File: config.mk
export PLATFORM = sky130hd
export DESIGN_NAME = approx_pattern_bit_search
export DESIGN_NICKNAME = d
export VERILOG_FILES = /design/src/rtl/apbs_pkg.sv /design/src/rtl/approx_pattern_bit_search.sv
export SDC_FILE = /design/constraint.sdc
export NUM_CORES = 1
export LEC_CHECK = 0
export ABC_AREA = 1
export BUFFER_PORTS_ARGS = -buffer_cell sky130_fd_sc_hd__buf_2
export CORE_AREA = 2 2 160 279
export CTS_CLUSTER_SIZE = 8
export DETAILED_ROUTE_END_ITERATION = 8
export DIE_AREA = 0 0 162 281
export GPL_TIMING_DRIVEN = 1
export PLACE_DENSITY = 0.67
export SLEW_MARGIN = 10
export SYNTH_ARGS = -nofsm -noshare
export SYNTH_HDL_FRONTEND = slang
export SYNTH_SLANG_ARGS = --single-unit
File: constraint.sdc
create_clock -name clock -period 19.8 [get_ports clock]
set_clock_uncertainty 0.15 [all_clocks]
set_input_delay 3.96 -clock clock [delete_from_list [all_inputs] [get_ports clock]]
set_output_delay 3.96 -clock clock [all_outputs]
set_load 0.03 [all_outputs]
File: src/rtl/apbs_pkg.sv
// Shared constants and types for the approximate pattern bit search block.
`timescale 1ns / 1ps

package apbs_pkg;

   localparam int PATTERN_W = 64;
   localparam int ERR_W     = 7;
   localparam int TAG_W     = 16;
   localparam int POS_W     = 17;
   localparam int CSR_IDX_W = 2;

   // Register indexes of the configuration port
   localparam logic [CSR_IDX_W-1:0] CSR_PATTERN   = 2'd0;
   localparam logic [CSR_IDX_W-1:0] CSR_ERR_LIMIT = 2'd1;
   localparam logic [CSR_IDX_W-1:0] CSR_ROUND_TAG = 2'd2;

   localparam logic [ERR_W-1:0] ERR_LIMIT_RESET = 7'd6;

   typedef struct packed {
      logic signed [POS_W-1:0] pos;
      logic [ERR_W-1:0]        errs;
   } result_type;

endpackage

File: src/rtl/approx_pattern_bit_search.sv
// Top level of the approximate pattern bit search: window, scoring and result queue.
`timescale 1ns / 1ps

// Sliding-window approximate match of a configured pattern against a bit stream.
// Request channel (req_*): one stream bit per word, req_last_bit marks the end of
// a stream. A word is taken when req_valid is high and req_stall is low.
// Response channel (rsp_*): one word per match, with its start position (which
// may be negative), its mismatch count, the round tag and run_end on the final
// match caused by one request word. Taken when rsp_valid is high, rsp_stall low.
// Configuration (csr_*): pattern, error limit and round tag, written by csr_wr_en.
// Order: a match of an ordinary bit passes the scoring stage, then the output
// register, after its request word is taken; during a tail sweep each match is
// held until the next match of the same word or the end of the sweep is known.
// Throughput: one request word per cycle for ordinary bits while rsp is not
// stalled. A last bit scores its own alignment plus up to min(error limit,
// WINDOW_BITS-1) tail alignments, one per cycle in the shared scoring stage
// while rsp is not stalled. If its final alignment matches after an earlier one
// of that word matched, the final match is sent before the next word is scored.
// Reset clears the window, the bit counter, all pending work and the registers
// (error limit to 6). A stall on rsp holds the output word; the scoring stage and
// then req_stall back up behind it, so no word is lost.
module approx_pattern_bit_search
   import apbs_pkg::*;
#(
   parameter int WINDOW_BITS     = 64,
   parameter int MAX_STREAM_BITS = 65536
) (
   input  logic                    clock,
   input  logic                    reset,
   input  logic                    req_valid,
   output logic                    req_stall,
   input  logic                    req_stream_bit,
   input  logic                    req_last_bit,
   output logic                    rsp_valid,
   input  logic                    rsp_stall,
   output logic signed [POS_W-1:0] rsp_match_position,
   output logic [ERR_W-1:0]        rsp_mismatch_count,
   output logic [TAG_W-1:0]        rsp_tag_out,
   output logic                    rsp_run_end,
   input  logic                    csr_wr_en,
   input  logic [CSR_IDX_W-1:0]    csr_index,
   input  logic [PATTERN_W-1:0]    csr_wdata
);

   localparam int W      = WINDOW_BITS;
   localparam int SEEN_W = $clog2(MAX_STREAM_BITS + 1);
   localparam int IW     = $clog2(W);
   localparam int REACH_W = SEEN_W + 1;
   localparam int PC_W   = $clog2(W + 1);
   localparam int PW     = ((SEEN_W > POS_W) ? SEEN_W : POS_W) + 1;

   // configuration registers
   logic [PATTERN_W-1:0] pattern_ff;
   logic [ERR_W-1:0]     max_err_ff;
   logic [TAG_W-1:0]     tag_ff;

   // stream state
   logic [W-1:0]      window_ff, window_in;
   logic [SEEN_W-1:0] seen_ff, seen_in;

   // scoring stage: snapshot of one request word and its alignment sweep
   logic              job_valid_ff, job_valid_in;
   logic [W-1:0]      job_window_ff, job_window_in;
   logic [SEEN_W-1:0] job_seen_ff, job_seen_in;
   logic [IW-1:0]     job_shift_ff, job_shift_in;
   logic [IW-1:0]     job_ntails_ff, job_ntails_in;

   // one held-back match, so run_end can be set once the sweep is known to be over
   logic       pend_valid_ff, pend_valid_in;
   logic       pend_final_ff, pend_final_in;
   result_type pend_ff, pend_in;

   // output register
   logic       rsp_valid_ff, rsp_valid_in;
   result_type rsp_ff, rsp_in;
   logic       rsp_end_ff, rsp_end_in;
   logic [TAG_W-1:0] rsp_tag_ff, rsp_tag_in;

   logic out_free, flush_go, eval_go, job_done, req_take;
   logic [W-1:0]       window_next;
   logic [SEEN_W-1:0]  seen_next;
   logic [IW-1:0]      ntails;
   logic [W-1:0]       ref_bits, shifted, hi_mask, lo_mask, diff;
   logic [REACH_W-1:0] reach;
   logic [IW-1:0]      hi;
   logic [PC_W-1:0]    pc;
   logic [ERR_W-1:0]   errs;
   logic [PW-1:0]      pos_wide;
   logic               is_match;
   result_type         cand;

   // ---------------- configuration writes
   always_ff @(posedge clock) begin
      if (reset) begin
         pattern_ff <= '0;
         max_err_ff <= ERR_LIMIT_RESET;
         tag_ff     <= '0;
      end else if (csr_wr_en) begin
         case (csr_index)
            CSR_PATTERN:   pattern_ff <= csr_wdata;
            CSR_ERR_LIMIT: max_err_ff <= csr_wdata[ERR_W-1:0];
            CSR_ROUND_TAG: tag_ff     <= csr_wdata[TAG_W-1:0];
            default: ;
         endcase
      end
   end

   // ---------------- handshake control
   // Output register can take a word when empty or being drained this cycle.
   assign out_free = !rsp_valid_ff || !rsp_stall;
   // A held match that closes a finished sweep goes out before anything else.
   assign flush_go = pend_valid_ff && pend_final_ff && out_free;
   assign eval_go  = job_valid_ff && out_free && !(pend_valid_ff && pend_final_ff);
   assign job_done = (job_shift_ff == job_ntails_ff);
   assign req_stall = job_valid_ff && !(eval_go && job_done);
   assign req_take  = req_valid && !req_stall;

   // ---------------- window advance on an accepted word
   always_comb begin
      window_next = {window_ff[W-2:0], req_stream_bit};
      seen_next   = (seen_ff < SEEN_W'(MAX_STREAM_BITS)) ? seen_ff + 1'b1 : seen_ff;
      // tail sweep length: threshold, capped so every alignment overlaps the stream
      if (!req_last_bit) begin
         ntails = '0;
      end else if (max_err_ff >= ERR_W'(W - 1)) begin
         ntails = IW'(W - 1);
      end else begin
         ntails = max_err_ff[IW-1:0];
      end
   end

   // ---------------- score one alignment
   always_comb begin
      ref_bits = pattern_ff[PATTERN_W-1 -: W];
      shifted  = job_window_ff << job_shift_ff;
      // highest pattern bit that still meets a stream bit
      reach = REACH_W'(job_seen_ff) - REACH_W'(1) + REACH_W'(job_shift_ff);
      if (reach >= REACH_W'(W - 1)) begin
         hi = IW'(W - 1);
      end else begin
         hi = reach[IW-1:0];
      end
      hi_mask = {W{1'b1}} >> (IW'(W - 1) - hi);
      lo_mask = {W{1'b1}} << job_shift_ff;
      diff    = (ref_bits ^ shifted) & hi_mask & lo_mask;
      pc = '0;
      for (int b = 0; b < W; b++) begin
         pc = pc + PC_W'(diff[b]);
      end
      // overhang: bits above hi plus the shift below
      errs = ERR_W'(pc) + ERR_W'(IW'(W - 1) - hi) + ERR_W'(job_shift_ff);
      is_match = (errs <= max_err_ff);
      pos_wide = PW'(job_seen_ff) + PW'(job_shift_ff) - PW'(W);
      cand.pos  = pos_wide[POS_W-1:0];
      cand.errs = errs;
   end

   // ---------------- next state
   always_comb begin
      window_in     = window_ff;
      seen_in       = seen_ff;
      job_valid_in  = job_valid_ff;
      job_window_in = job_window_ff;
      job_seen_in   = job_seen_ff;
      job_shift_in  = job_shift_ff;
      job_ntails_in = job_ntails_ff;
      pend_valid_in = pend_valid_ff;
      pend_final_in = pend_final_ff;
      pend_in       = pend_ff;
      rsp_valid_in  = rsp_valid_ff && rsp_stall;
      rsp_in        = rsp_ff;
      rsp_end_in    = rsp_end_ff;
      rsp_tag_in    = rsp_tag_ff;

      if (flush_go) begin
         rsp_valid_in  = 1'b1;
         rsp_in        = pend_ff;
         rsp_end_in    = 1'b1;
         rsp_tag_in    = tag_ff;
         pend_valid_in = 1'b0;
         pend_final_in = 1'b0;
      end else if (eval_go) begin
         if (is_match) begin
            if (pend_valid_ff) begin
               // older match is not the last: send it, hold the new one
               rsp_valid_in  = 1'b1;
               rsp_in        = pend_ff;
               rsp_end_in    = 1'b0;
               rsp_tag_in    = tag_ff;
               pend_in       = cand;
               pend_valid_in = 1'b1;
               pend_final_in = job_done;
            end else if (job_done) begin
               rsp_valid_in = 1'b1;
               rsp_in       = cand;
               rsp_end_in   = 1'b1;
               rsp_tag_in   = tag_ff;
            end else begin
               pend_in       = cand;
               pend_valid_in = 1'b1;
               pend_final_in = 1'b0;
            end
         end else if (job_done && pend_valid_ff) begin
            rsp_valid_in  = 1'b1;
            rsp_in        = pend_ff;
            rsp_end_in    = 1'b1;
            rsp_tag_in    = tag_ff;
            pend_valid_in = 1'b0;
         end

         if (job_done) begin
            job_valid_in = 1'b0;
         end else begin
            job_shift_in = job_shift_ff + 1'b1;
         end
      end

      if (req_take) begin
         job_valid_in  = 1'b1;
         job_window_in = window_next;
         job_seen_in   = seen_next;
         job_shift_in  = '0;
         job_ntails_in = ntails;
         // a last bit closes the stream: drop the window and restart the count
         window_in = req_last_bit ? '0 : window_next;
         seen_in   = req_last_bit ? '0 : seen_next;
      end
   end

   // ---------------- registers
   always_ff @(posedge clock) begin
      if (reset) begin
         window_ff     <= '0;
         seen_ff       <= '0;
         job_valid_ff  <= 1'b0;
         pend_valid_ff <= 1'b0;
         pend_final_ff <= 1'b0;
         rsp_valid_ff  <= 1'b0;
      end else begin
         window_ff     <= window_in;
         seen_ff       <= seen_in;
         job_valid_ff  <= job_valid_in;
         pend_valid_ff <= pend_valid_in;
         pend_final_ff <= pend_final_in;
         rsp_valid_ff  <= rsp_valid_in;
      end
   end

   always_ff @(posedge clock) begin
      job_window_ff <= job_window_in;
      job_seen_ff   <= job_seen_in;
      job_shift_ff  <= job_shift_in;
      job_ntails_ff <= job_ntails_in;
      pend_ff       <= pend_in;
      rsp_ff        <= rsp_in;
      rsp_end_ff    <= rsp_end_in;
      rsp_tag_ff    <= rsp_tag_in;
   end

   assign rsp_valid          = rsp_valid_ff;
   assign rsp_match_position = rsp_ff.pos;
   assign rsp_mismatch_count = rsp_ff.errs;
   assign rsp_tag_out        = rsp_tag_ff;
   assign rsp_run_end        = rsp_end_ff;

endmodule

==> run summary <==
The run finished with clean final reports. The total number of clock tree sinks is between 300 and 400. The residual DRC count is 0. TritonCTS built the clock tree. The total of warnings raised by yosys came out at 0.

The number of buffers inserted by hold repair at cts is 0. The die is approximately 280 µm tall. The via count of the first global-routing pass is 19,310.

The final-report hold violation count is 0. The site row count is between 100 and 150. The global routing usage summed across all routing layers is 0.3200. The routability congestion estimate is 1.015. Counting flops and latches in the post-synthesis netlist gives 329. The net count of the finished layout is 3,120. The proportion of register bits with asynchronous set or reset after synthesis is 0. Synthesis instantiated 60 different standard cells from the library. In this run the worst path has a maximum fanout of 43. The number of pins with negative max-slew slack in the final report is 0. Counting instances in the post-synthesis netlist gives the leading cell types as nand2_1 (774), inv_1 (276), nand3_1 (249), nor2_1 (221), a21oi_1 (204). The cell family contributing the most delay on the critical path is adder cells. Setup violations remaining at the end of the flow were counted as 0. The post-route clock period utilization came out at 0.6276. The kind of start point of the critical path is a register. For the pin with the worst max-slew slack, the measured transition is 1.155 ns.

The tree is rooted in a clkbuf_16. The max-cap check violation count came out at 0. The port buffer count came out at 115. The total via count in the routed design is 19,510. The fraction of final layout cells with drive strength greater than 1 is 0.09935. The worst hold path belongs to the class register to register. The clock latency reported for the late side of the worst-skew pair came out at slightly below 0.6 ns. The critical path required time is 19.93 ns. The slowest stage of the critical path belongs to the cell inv_1. The clock slew seen by the registers of the worst setup and hold paths is 0.05 ns. The maximum level of the CTS H-tree is 2. The number of clock buffers added by TritonCTS is 47. The worst setup path is of the register to register kind. The HPWL after detailed placement is 57.53 mm. The worst relative slew slack is 0.2220. Summed over all layers, the global routing overflow is 0. The global-route wire length before repair is 109.8 mm. The pre-antenna-repair detailed-routing pass consisted of 6 iterations. The area of the placeable core came out at 43,220 µm². The post-detailed-route count of antenna-violating nets is 0. The post-synthesis cell count came out at 2,853. The total wire length came out at 73.25 mm.

The width of the die is between 150 and 200 µm. The number of top-level pins came out at 116. The total die area is 45,520 µm². The routed via count divided by cell count came out at ~5.6. The share of Yosys cell area claimed by the top area cell type came out at 0.2121. Of all cell types, the one taking the most synthesized area is edfxtp_1. Among the stages of the critical path, the cell type that occurs most often is nand2_1. The critical path arrival is 12.56 ns.

In the synthesized netlist the dominant register cell turns out to be dfxtp_1. Entering global routing, the biggest net connects 89 pins. The part of the Yosys area used for sequential elements came out at 0.3788.

The most common cell in the synthesized netlist is nand2_1. The clock passes through at most 3 buffers. In this run the post-CTS setup repair buffer count came out at 0. The number of buffers and inverters on the critical path is 8. The iteration-0 DRC count of the detailed router came out at 1,489. The number of synthesized flops with an enable pin is 151. The total negative setup slack came out at 0 ns.

On the worst path, the slowest cell contributes a delay of 0.60 ns. Derived from the worst setup path, the maximum achievable clock frequency is 80.47 MHz. The layout filler cell count is 4,248. The number of instances resized during post-cts repair came out at 0. The final critical-path required period came out at approximately 12 ns. Setup repair after global routing left no endpoint under its margin. The number of nets produced by synthesis came out at 3,069.

The synthesis-to-layout area growth came out at 10.59%. The wire length per cell came out at 20.89 µm. By area the synthesized netlist is led by edfxtp_1 (21%), dfxtp_1 (17%), nand2_1 (14%), nand3_1 (5.8%), fa_1 (5.5%).

The synthesized area per cell is 7.492 µm². The initial antenna violation count came out at 3. STA classifies the critical path endpoint as a register.

The cell area after synthesis came out at 21,380 µm². The initial cell density of the core is 0.4946.
==> sequential cells by signal, summed over array words and instances (netlist names), 6 cells and up <==
name,flops
pend_ff,24
job_shift_ff,6
window_ff,63
job_ntails_ff,6
rsp_tag_out,16
job_window_ff,64
max_err_ff,7
seen_ff,17
pattern_ff,64
tag_ff,16
rsp_mismatch_count,7
job_seen_ff,17
rsp_match_position,17
==> metal layers <==
layer / global-route usage / routed length (µm) / up-vias
met3: 0.03306 / 2746 / 252
met4: 0.2389 / 6537 / 0
li1: - / - / 9471
met2: 0.5919 / 37740 / 585
met5: 0 / 0 / -
met1: 0.3294 / 26230 / 9205
==> cells by family (layout without fill, tap and decap cells) <==
kind of cell | count (synthesis) | in the layout | synth area share
buf+inv | 430 | 516 | 0.08165
fa+ha+maj | 143 | 143 | 0.1044
compound gates | 488 | 488 | 0.1239
xor+xnor | 62 | 62 | 0.02611
mux | 9 | 9 | 0.004332
flops | 329 | 329 | 0.3788
simple gates | 1392 | 1392 | 0.2807
other cells | 0 | 2 | 0
==> stage by stage <==
step                      hold WS (ns)  instances  cell area, µm²    util  setup slack, ns
after floorplan                 0.2582       2853           21380       -            7.446
after global placement          0.2629       3421           22230  0.5143            7.184
after detailed placement        0.2661       3421           22230  0.5143            6.925
after CTS                       0.2788       3505           23630  0.5468            6.900
after global routing            0.2886       3506           23640  0.5469            6.622
final                           0.2807       3507           23640  0.5470            7.373
==> path summary, 6_finish.rpt <==
check	startpoint	to	slack, ns	cells past startpoint
setup / recovery	job_shift_ff[4]$_SDFFE_PP0P_	rsp_mismatch_count[0]$_DFFE_PP_	7.37	50
hold / removal	tag_ff[10]$_SDFFE_PP0P_	rsp_tag_out[10]$_DFFE_PP_	0.28	0
setup reg to reg	job_shift_ff[4]$_SDFFE_PP0P_	rsp_mismatch_count[0]$_DFFE_PP_	7.37	50
hold reg to reg	tag_ff[10]$_SDFFE_PP0P_	rsp_tag_out[10]$_DFFE_PP_	0.28	0
==> layout by cell type (no fill, tap or decap), drive strengths merged, types with 3 or more instances in the layout <==
master / n
nand2: 786
inv: 290
nand3: 254
nor2: 230
o21ai: 207
a21oi: 205
dfxtp: 178
edfxtp: 151
buf: 140
ha: 84
clkbuf: 81
fa: 59
xor2: 43
or2: 40
nand4: 36
o211ai: 32
nor3: 20
xnor2: 19
and2: 15
o21a: 11
mux2i: 7
o2111ai: 6
nand3b: 6
clkinv: 5
o21bai: 4
a31oi: 4
nor4: 4
o22ai: 3
a211oi: 3
o31ai: 3
==> cell type report <==
type,count,area [µm²],area share
diodes,2,5.005,0.0002117
well taps,566,708.2,0.02996
inverters,292,1097,0.04642
repair buffers,140,763.2,0.03229
clock buffers,81,1335,0.05648
flip-flops and latches,329,8104,0.3428
multi-input cells,2094,11560,0.4889
clock inverters,3,70.07,0.002964
Power is not shown: default switching activity piles up to over one toggle a cycle in this logic, so the estimate is an artifact.
